File: config.mk
export PLATFORM = sky130hd
export DESIGN_NAME = text_line_splitter_flat
export DESIGN_NICKNAME = d
export VERILOG_FILES = /design/src/rtl/tls_pkg.sv /design/src/rtl/tls_item_if.sv /design/src/rtl/tls_res_if.sv /design/src/rtl/tls_cfg_if.sv /design/src/rtl/text_line_splitter.sv /design/src/flat_wrapper.sv
export SDC_FILE = /design/constraint.sdc
export NUM_CORES = 1
export LEC_CHECK = 0
export ABC_AREA = 1
export BUFFER_PORTS_ARGS = -buffer_cell sky130_fd_sc_hd__buf_2
export CAP_MARGIN = 20
export CORE_MARGIN = 3
export CORE_UTILIZATION = 45
export DETAILED_ROUTE_END_ITERATION = 12
export GPL_TIMING_DRIVEN = 1
export PLACE_DENSITY = 0.63
export SETUP_SLACK_MARGIN = 0.4
export SYNTH_ARGS = -nofsm -noshare
export SYNTH_HDL_FRONTEND = slang
export SYNTH_SLANG_ARGS = --single-unit
export TNS_END_PERCENT = 10
File: constraint.sdc
create_clock -name clk -period 12 [get_ports clk]
set_input_delay 0.6 -clock clk [delete_from_list [all_inputs] [get_ports clk]]
set_output_delay 0.6 -clock clk [all_outputs]
set_load 0.005 [all_outputs]
File: src/rtl/tls_pkg.sv
package tls_pkg;

  localparam int UNIT_W    = 32;
  localparam int REG_IDX_W = 2;
  localparam int CFG_W     = 32;
  localparam int Q_DEPTH   = 4;
  localparam int Q_PTR_W   = 2;
  localparam int Q_CNT_W   = 3;

  localparam logic [7:0] CR_CODE = 8'd13;
  localparam logic [7:0] LF_CODE = 8'd10;

  localparam logic [REG_IDX_W-1:0] REG_CHAR_BYTES = 2'd0;
  localparam logic [REG_IDX_W-1:0] REG_BIG_ENDIAN = 2'd1;

  typedef struct packed {
    logic [UNIT_W-1:0] out_char;
    logic              line_last;
  } result_t;

endpackage

File: src/rtl/tls_item_if.sv
interface tls_item_if;
  import tls_pkg::*;

  logic              valid;
  logic              ready;
  logic              kind;
  logic [UNIT_W-1:0] char_value;

  modport source (output valid, output kind, output char_value, input ready);
  modport sink   (input valid, input kind, input char_value, output ready);
endinterface

File: src/rtl/tls_res_if.sv
interface tls_res_if;
  import tls_pkg::*;

  logic              valid;
  logic              ready;
  logic [UNIT_W-1:0] out_char;
  logic              line_last;

  modport source (output valid, output out_char, output line_last, input ready);
  modport sink   (input valid, input out_char, input line_last, output ready);
endinterface

File: src/rtl/tls_cfg_if.sv
interface tls_cfg_if;
  import tls_pkg::*;

  logic                 valid;
  logic                 ready;
  logic [REG_IDX_W-1:0] reg_idx;
  logic [CFG_W-1:0]     data;

  modport source (output valid, output reg_idx, output data, input ready);
  modport sink   (input valid, input reg_idx, input data, output ready);
endinterface

File: src/rtl/text_line_splitter.sv
// channel   dir   payload                    handshake
// in_ch     in    kind, char_value[31:0]     valid/ready
// out_ch    out   out_char[31:0], line_last  valid/ready
// cfg_ch    in    reg_idx[1:0], data[31:0]   valid/ready, ready always high
//
// One item per cycle: each accepted item is decided in the cycle it is taken
// and its 0..2 results are pushed into a 4-entry result queue.
// in_ready drops while the queue holds 3 or 4 results; out_ch drains one
// result per cycle while out_ch.ready is high, so items that make two results each run at half rate.
// Synchronous active-low reset empties the queue and the line-ending hold, sets char_bytes to 1 and clears big_endian.
module text_line_splitter #(
  parameter int CHAR_WIDTH = 32
) (
  input  logic       clk,
  input  logic       rst_n,
  tls_item_if.sink   in_ch,
  tls_res_if.source  out_ch,
  tls_cfg_if.sink    cfg_ch
);
  import tls_pkg::*;

  typedef enum logic [1:0] {PH_NONE, PH_CR, PH_CRCR, PH_LF_HELD} phase_t;

  // config
  logic [2:0] char_bytes_r;
  logic       big_endian_r;

  // line-ending hold
  phase_t                phase_r, phase_nxt;
  logic [1:0]            held_cnt_r, held_cnt_nxt;
  logic [CHAR_WIDTH-1:0] held0_r, held0_nxt;
  logic [CHAR_WIDTH-1:0] held1_r, held1_nxt;

  // result queue
  result_t              q_r [Q_DEPTH];
  logic [Q_PTR_W-1:0]   wr_ptr_r, rd_ptr_r;
  logic [Q_CNT_W-1:0]   q_cnt_r;

  logic                  in_fire, out_fire;
  logic [2:0]            unit_bytes;
  logic [5:0]            unit_bits;
  logic [4:0]            be_shift;
  logic [CHAR_WIDTH-1:0] unit_mask;
  logic [CHAR_WIDTH-1:0] c_w;
  logic [UNIT_W-1:0]     c32, cr32, lf32;
  logic                  is_cr, is_lf;
  logic [1:0]            res_n;
  result_t               res0, res1;
  logic                  fresh_emit, fresh_last;

  assign in_fire  = in_ch.valid & in_ch.ready;
  assign out_fire = out_ch.valid & out_ch.ready;

  assign in_ch.ready  = (q_cnt_r <= Q_CNT_W'(Q_DEPTH - 2));
  assign cfg_ch.ready = 1'b1;

  assign out_ch.valid     = (q_cnt_r != '0);
  assign out_ch.out_char  = q_r[rd_ptr_r].out_char;
  assign out_ch.line_last = q_r[rd_ptr_r].line_last;

  // 0 acts as 1, 5..7 act as 4
  always_comb begin
    case (char_bytes_r)
      3'd0:    unit_bytes = 3'd1;
      3'd1,
      3'd2,
      3'd3,
      3'd4:    unit_bytes = char_bytes_r;
      default: unit_bytes = 3'd4;
    endcase
  end

  assign unit_bits = {unit_bytes, 3'b000};
  // shift past the unit width yields zero, i.e. a full mask
  assign unit_mask = ~({CHAR_WIDTH{1'b1}} << unit_bits);
  assign c_w       = in_ch.char_value[CHAR_WIDTH-1:0] & unit_mask;
  assign c32       = UNIT_W'(c_w);
  assign be_shift  = big_endian_r ? {unit_bytes[1:0] - 2'd1, 3'b000} : 5'd0;
  assign cr32      = UNIT_W'(CR_CODE) << be_shift;
  assign lf32      = UNIT_W'(LF_CODE) << be_shift;
  assign is_cr     = (c32 == cr32);
  assign is_lf     = (c32 == lf32);

  always_comb begin
    phase_nxt    = phase_r;
    held_cnt_nxt = held_cnt_r;
    held0_nxt    = held0_r;
    held1_nxt    = held1_r;
    res_n        = 2'd0;
    res0         = '0;
    res1         = '0;
    fresh_emit   = 1'b0;
    fresh_last   = 1'b0;

    if (in_ch.kind) begin
      // end of data: flush the hold
      case (phase_r)
        PH_NONE: begin
          if (held_cnt_r != 2'd0) begin
            res0  = '{UNIT_W'(held0_r), 1'b0};
            res_n = 2'd1;
          end
        end
        PH_CR, PH_LF_HELD: begin
          res0  = '{UNIT_W'(held0_r), 1'b1};
          res_n = 2'd1;
        end
        PH_CRCR: begin
          res0  = '{UNIT_W'(held0_r), 1'b1};
          res1  = '{UNIT_W'(held1_r), 1'b1};
          res_n = 2'd2;
        end
        default: ;
      endcase
      phase_nxt    = PH_NONE;
      held_cnt_nxt = 2'd0;
    end else begin
      case (phase_r)
        PH_NONE, PH_LF_HELD: begin
          phase_nxt    = PH_NONE;
          held_cnt_nxt = 2'd0;
          if (is_lf) begin
            fresh_emit = 1'b1;
            fresh_last = 1'b1;
          end else if (is_cr) begin
            held0_nxt    = c_w;
            held_cnt_nxt = 2'd1;
            phase_nxt    = PH_CR;
          end else begin
            fresh_emit = 1'b1;
          end
          if (held_cnt_r != 2'd0) begin
            res0  = '{UNIT_W'(held0_r), phase_r == PH_LF_HELD};
            res1  = '{c32, fresh_last};
            res_n = fresh_emit ? 2'd2 : 2'd1;
          end else begin
            res0  = '{c32, fresh_last};
            res_n = fresh_emit ? 2'd1 : 2'd0;
          end
        end
        PH_CR: begin
          if (is_cr) begin
            held1_nxt    = c_w;
            held_cnt_nxt = 2'd2;
            phase_nxt    = PH_CRCR;
          end else begin
            // CR LF closes one line; CR x ends at the CR
            res0         = '{UNIT_W'(held0_r), !is_lf};
            res1         = '{c32, is_lf};
            res_n        = 2'd2;
            held_cnt_nxt = 2'd0;
            phase_nxt    = PH_NONE;
          end
        end
        PH_CRCR: begin
          // the new unit is held one step behind the two CRs
          res0         = '{UNIT_W'(held0_r), !is_lf};
          res1         = '{UNIT_W'(held1_r), !is_lf};
          res_n        = 2'd2;
          held0_nxt    = c_w;
          held_cnt_nxt = 2'd1;
          phase_nxt    = is_lf ? PH_LF_HELD : (is_cr ? PH_CR : PH_NONE);
        end
        default: ;
      endcase
    end
  end

  always_ff @(posedge clk) begin
    if (!rst_n) begin
      char_bytes_r <= 3'd1;
      big_endian_r <= 1'b0;
      phase_r      <= PH_NONE;
      held_cnt_r   <= 2'd0;
      wr_ptr_r     <= '0;
      rd_ptr_r     <= '0;
      q_cnt_r      <= '0;
    end else begin
      if (cfg_ch.valid && cfg_ch.ready) begin
        case (cfg_ch.reg_idx)
          REG_CHAR_BYTES: char_bytes_r <= cfg_ch.data[2:0];
          REG_BIG_ENDIAN: big_endian_r <= cfg_ch.data[0];
          default: ;
        endcase
      end

      if (in_fire) begin
        phase_r    <= phase_nxt;
        held_cnt_r <= held_cnt_nxt;
        held0_r    <= held0_nxt;
        held1_r    <= held1_nxt;
        if (res_n != 2'd0) begin
          q_r[wr_ptr_r] <= res0;
        end
        if (res_n == 2'd2) begin
          q_r[wr_ptr_r + Q_PTR_W'(1)] <= res1;
        end
        wr_ptr_r <= wr_ptr_r + Q_PTR_W'(res_n);
      end

      if (out_fire) begin
        rd_ptr_r <= rd_ptr_r + Q_PTR_W'(1);
      end

      q_cnt_r <= q_cnt_r + (in_fire ? Q_CNT_W'(res_n) : '0) - Q_CNT_W'(out_fire);
    end
  end

endmodule

File: src/flat_wrapper.sv
// flat-port wrapper written by rule: the top's interface ports become plain ports
module text_line_splitter_flat import tls_pkg::*;
#(
  parameter int CHAR_WIDTH = 32
)
  (clk, rst_n, in_ch_valid, in_ch_kind, in_ch_char_value, in_ch_ready, out_ch_valid, out_ch_out_char, out_ch_line_last, out_ch_ready, cfg_ch_valid, cfg_ch_reg_idx, cfg_ch_data, cfg_ch_ready);
  tls_item_if in_ch_i ();
  tls_res_if out_ch_i ();
  tls_cfg_if cfg_ch_i ();
  input  logic clk;
  input  logic rst_n;
  input wire logic [$bits(in_ch_i.valid)-1:0] in_ch_valid;
  input wire logic [$bits(in_ch_i.kind)-1:0] in_ch_kind;
  input wire logic [$bits(in_ch_i.char_value)-1:0] in_ch_char_value;
  output wire logic [$bits(in_ch_i.ready)-1:0] in_ch_ready;
  output wire logic [$bits(out_ch_i.valid)-1:0] out_ch_valid;
  output wire logic [$bits(out_ch_i.out_char)-1:0] out_ch_out_char;
  output wire logic [$bits(out_ch_i.line_last)-1:0] out_ch_line_last;
  input wire logic [$bits(out_ch_i.ready)-1:0] out_ch_ready;
  input wire logic [$bits(cfg_ch_i.valid)-1:0] cfg_ch_valid;
  input wire logic [$bits(cfg_ch_i.reg_idx)-1:0] cfg_ch_reg_idx;
  input wire logic [$bits(cfg_ch_i.data)-1:0] cfg_ch_data;
  output wire logic [$bits(cfg_ch_i.ready)-1:0] cfg_ch_ready;
  assign in_ch_i.valid = in_ch_valid;
  assign in_ch_i.kind = in_ch_kind;
  assign in_ch_i.char_value = in_ch_char_value;
  assign in_ch_ready = in_ch_i.ready;
  assign out_ch_valid = out_ch_i.valid;
  assign out_ch_out_char = out_ch_i.out_char;
  assign out_ch_line_last = out_ch_i.line_last;
  assign out_ch_i.ready = out_ch_ready;
  assign cfg_ch_i.valid = cfg_ch_valid;
  assign cfg_ch_i.reg_idx = cfg_ch_reg_idx;
  assign cfg_ch_i.data = cfg_ch_data;
  assign cfg_ch_ready = cfg_ch_i.ready;
  text_line_splitter #(.CHAR_WIDTH(CHAR_WIDTH)) u_core (.clk(clk), .rst_n(rst_n), .in_ch(in_ch_i), .out_ch(out_ch_i), .cfg_ch(cfg_ch_i));
endmodule
==> impl_results.md <==
- Clock Path Buffers: 3
- # setup viols final: 0
- Area after DPL: 13130 um2
- FMAX: between 150 and 200 MHz
- Slew @ Worst Pin: 1.134 ns
- Seq/Total Area, Yosys: 0.4994
- ANT cells: 0
- Syn avg cell area: between 7 and 8 um2
- H-Tree Depth: 1
- CP most frequent cell: nand2_1
- TritonCTS clock tree: built
- Ys flop type: edfxtp_1
- Post-route insts no fill: approximately 2k
- Routed Antenna Nets: 0
- Dpl cells: 1973
- Ys Warns: 0
- Vias in the first global route: 10.56k
- Fin. Hold Viols: 0
- Clock slew at reported path FFs: 0.06 ns
- Largest net degree at the start of global routing: 86
- Run status: finished, final reports clean
- Dpl hpwl: 22440 um
- CP Capture Type: flip-flop
- TritonCTS buffer count: 25
- Layout cell share with drive strength beyond 1: 0.1075
- Total die area: 29730 um2
- Sink Count: 213
- Router iterations before antenna repair: 6
- Period utilization: 0.5033
- Startpoint types: flip-flop
- CP max FO: 84
- Fin area: 14060 um2
- Clock power share: 0.411
- Setup_tns: 0 ns
- Ranking of synthesized cells by area: edfxtp_1 (47%), nand2_1 (18%), o21ai_0 (10%), nor2_1 (3.5%), dfxtp_1 (2.7%)
- Area leader, netlist: edfxtp_1
- # rows: 60
- Fillers: 2592
- Switch share: 0.2830
- Gr usage total: 0.2588
- Worst path top cell family by delay: simple AND/OR/NAND/NOR gates
- Drt drc: 0
- Initial antenna violation count: 0
- Reg power frac: 0.409
- WL/cell: just under 20 um
- Final nets: between 1.5k and 2k
- Comb pwr share: 0.180
- Min-Delay Path Class: primary input to flip-flop
- Vias: between 10k and 15k
- Crit-path cells: inv_2 > nand2_2 > inv_1 > ha_1 > nor2_2 > inv_2 > nand2_1 > inv_2 > nand2_1 > nand2_1 > nand3_1 > nor2_2 > nand3_2 > nand2_4 > nand2_1 > buf_4 > nand2_2 > nand2_2 > nand4_4 > buf_4 > nor2_4 > nand2_1 > nand2_1
- Core area: roughly 27000 um2
- Final count of pins violating max slew: 0
- Leak: around 0.0060 uW
- Die width: about 170 um
- Worst path slowest cell: nor2_4
- Max Cap Viol: 0
- Hold buffer count at cts: 0
- NetSw: 581.2 uW
- Top cell type's share of synthesized area: 0.4721
- Grt ovf: 0
- Worst-skew pair later-pin latency: about 0.53 ns
- Syn Inst Count: 1604
- DRT Wirelength: 38800 um
- First-pass GRT wire length: 59410 um
- RePlAce Congestion: 0.9151
- CP peak stage delay: 0.95 ns
- Reg2Reg Setup Slack: 5.96 ns
- Post-synthesis register bit count: 213
- P_int: 1473 uW
- WP data arrival: 6.41 ns
- IO Pins: 108
- Post-CTS setup buffer count: 0
- Die Span Y: 172.4 um
- CTS resizes: 0
- Slew margin rel.: 0.2420
- Final min period: 6.039 ns
- P&R area growth vs syn: 12.80%
- RSZ-0062 raised after global routing: false
- CP Buf/Inv Count: 6
- Setup Crit Path Kind: flip-flop to flip-flop
- I/O Buffers: 77
- Synth async-reset ratio: 0
- Fin util: 0.5188
- Root buffer cell: clkbuf_16
- Worst clock skew: 0.01205 ns
- Starting DRT DRC Count: 1185
- Syn Nets: 1689
- Distinct cells, synth: 38
- Maximum vdd drop: between 0.1 and 0.15 mV
- Post-synth EDFFs: 196
- Drt via density: about 5.6
- Critical Path RT: 12.37 ns
- Netlist Area Pre-Place: 12470 um2
- Power Dens Cells: 146.1 nW/um2
- Initial Utilization: 0.4600
## cell usage in the layout, fill, tap and decap left out, types with 32 or more instances in the layout
cell,n
nand3_1,49
nor2_1,113
nand2_1,582
buf_2,77
o22ai_1,45
o21ai_1,32
edfxtp_1,196
inv_1,78
o21ai_0,245
## area by class of cell
type / instances / area (um2) / area share
multi-input combinational: 1198 / 5543 / 0.3942
timing repair buffer: 100 / 578.1 / 0.04111
inverter: 91 / 341.6 / 0.02429
tap: 372 / 465.4 / 0.03310
clock buffer: 27 / 633.1 / 0.04503
clock inverter: 17 / 272.8 / 0.01940
sequential: 213 / 6227 / 0.4429
## state kept, by name, summed over array words and instances (netlist names), named ones only
name	flops
u_core.big_endian_r	1
u_core.held_cnt_r	2
u_core.held1_r	32
u_core.q_cnt_r	3
u_core.char_bytes_r	3
u_core.held0_r	32
u_core.wr_ptr_r	2
u_core.rd_ptr_r	2
u_core.phase_r	2
u_core.q_r	132
## logic make-up (layout without fill, tap and decap cells)
kind of cell | count (synthesis) | count (layout) | synth area share
AND/OR/NAND/NOR | 833 | 833 | 0.2753
AO/OA/AOI/OAI | 350 | 350 | 0.1474
flip-flops | 213 | 213 | 0.4994
buffers and inverters | 193 | 235 | 0.06313
adder cells (fa/ha/maj) | 13 | 13 | 0.01365
other | 1 | 1 | 0.0003008
XOR/XNOR | 1 | 1 | 0.0007027
## metrics by stage
| stage | power (uW) | hold WS, ns | setup slack, ns |
|---|---|---|---|
| floorplan | 1069 | 0.4366 | 6.342 |
| CTS | 2056 | 0.2941 | 6.112 |
| detailed placement | 1223 | 0.4594 | 6.135 |
| global placement | 1217 | 0.4549 | 6.239 |
| global route | 2131 | 0.3174 | 5.597 |
| finish | 2054 | 0.3068 | 5.961 |
## worst paths after layout
| kind | to | cells after the start | startpoint |
|---|---|---|---|
| max | u_core.q_r[3][6] | 23 | u_core.char_bytes_r[2] |
| min | u_core.big_endian_r | 2 | cfg_ch_reg_idx[0] |
| max reg2reg | u_core.q_r[3][6] | 23 | u_core.char_bytes_r[2] |
| min reg2reg | u_core.rd_ptr_r[1] | 2 | u_core.rd_ptr_r[1] |
## metal layers
layer,GRT usage,routed length (um),vias up
met5,0,0,-
met4,0.07532,803,0
met3,0.04344,3779,74
met2,0.4146,17770,530
met1,0.3636,16450,5292
li1,-,-,5465
## power by group through the flow
stage          Sequential [uW]  Combinational, uW  Clock (uW)
2_1_floorplan              855                214           0
3_3_place_gp               855                362           0
3_5_place_dp               856                367           0
4_1_cts                    840                368         848
5_1_grt                    842                412         878
6_report                   840                370         844
## cells in the mapped netlist (8+ instances only)
library cell,count
inv_1,80
inv_2,9
a21oi_1,13
o22ai_1,45
o21ai_1,32
buf_2,26
nor2_2,8
nand3b_1,28
ha_1,12
nand4_1,9
nor2_1,115
nor3_1,28
clkbuf_1,66
dfxtp_1,17
o21ai_0,249
nand3_1,49
edfxtp_1,196
nand2_1,583
Power figures use the tool's default switching activity.
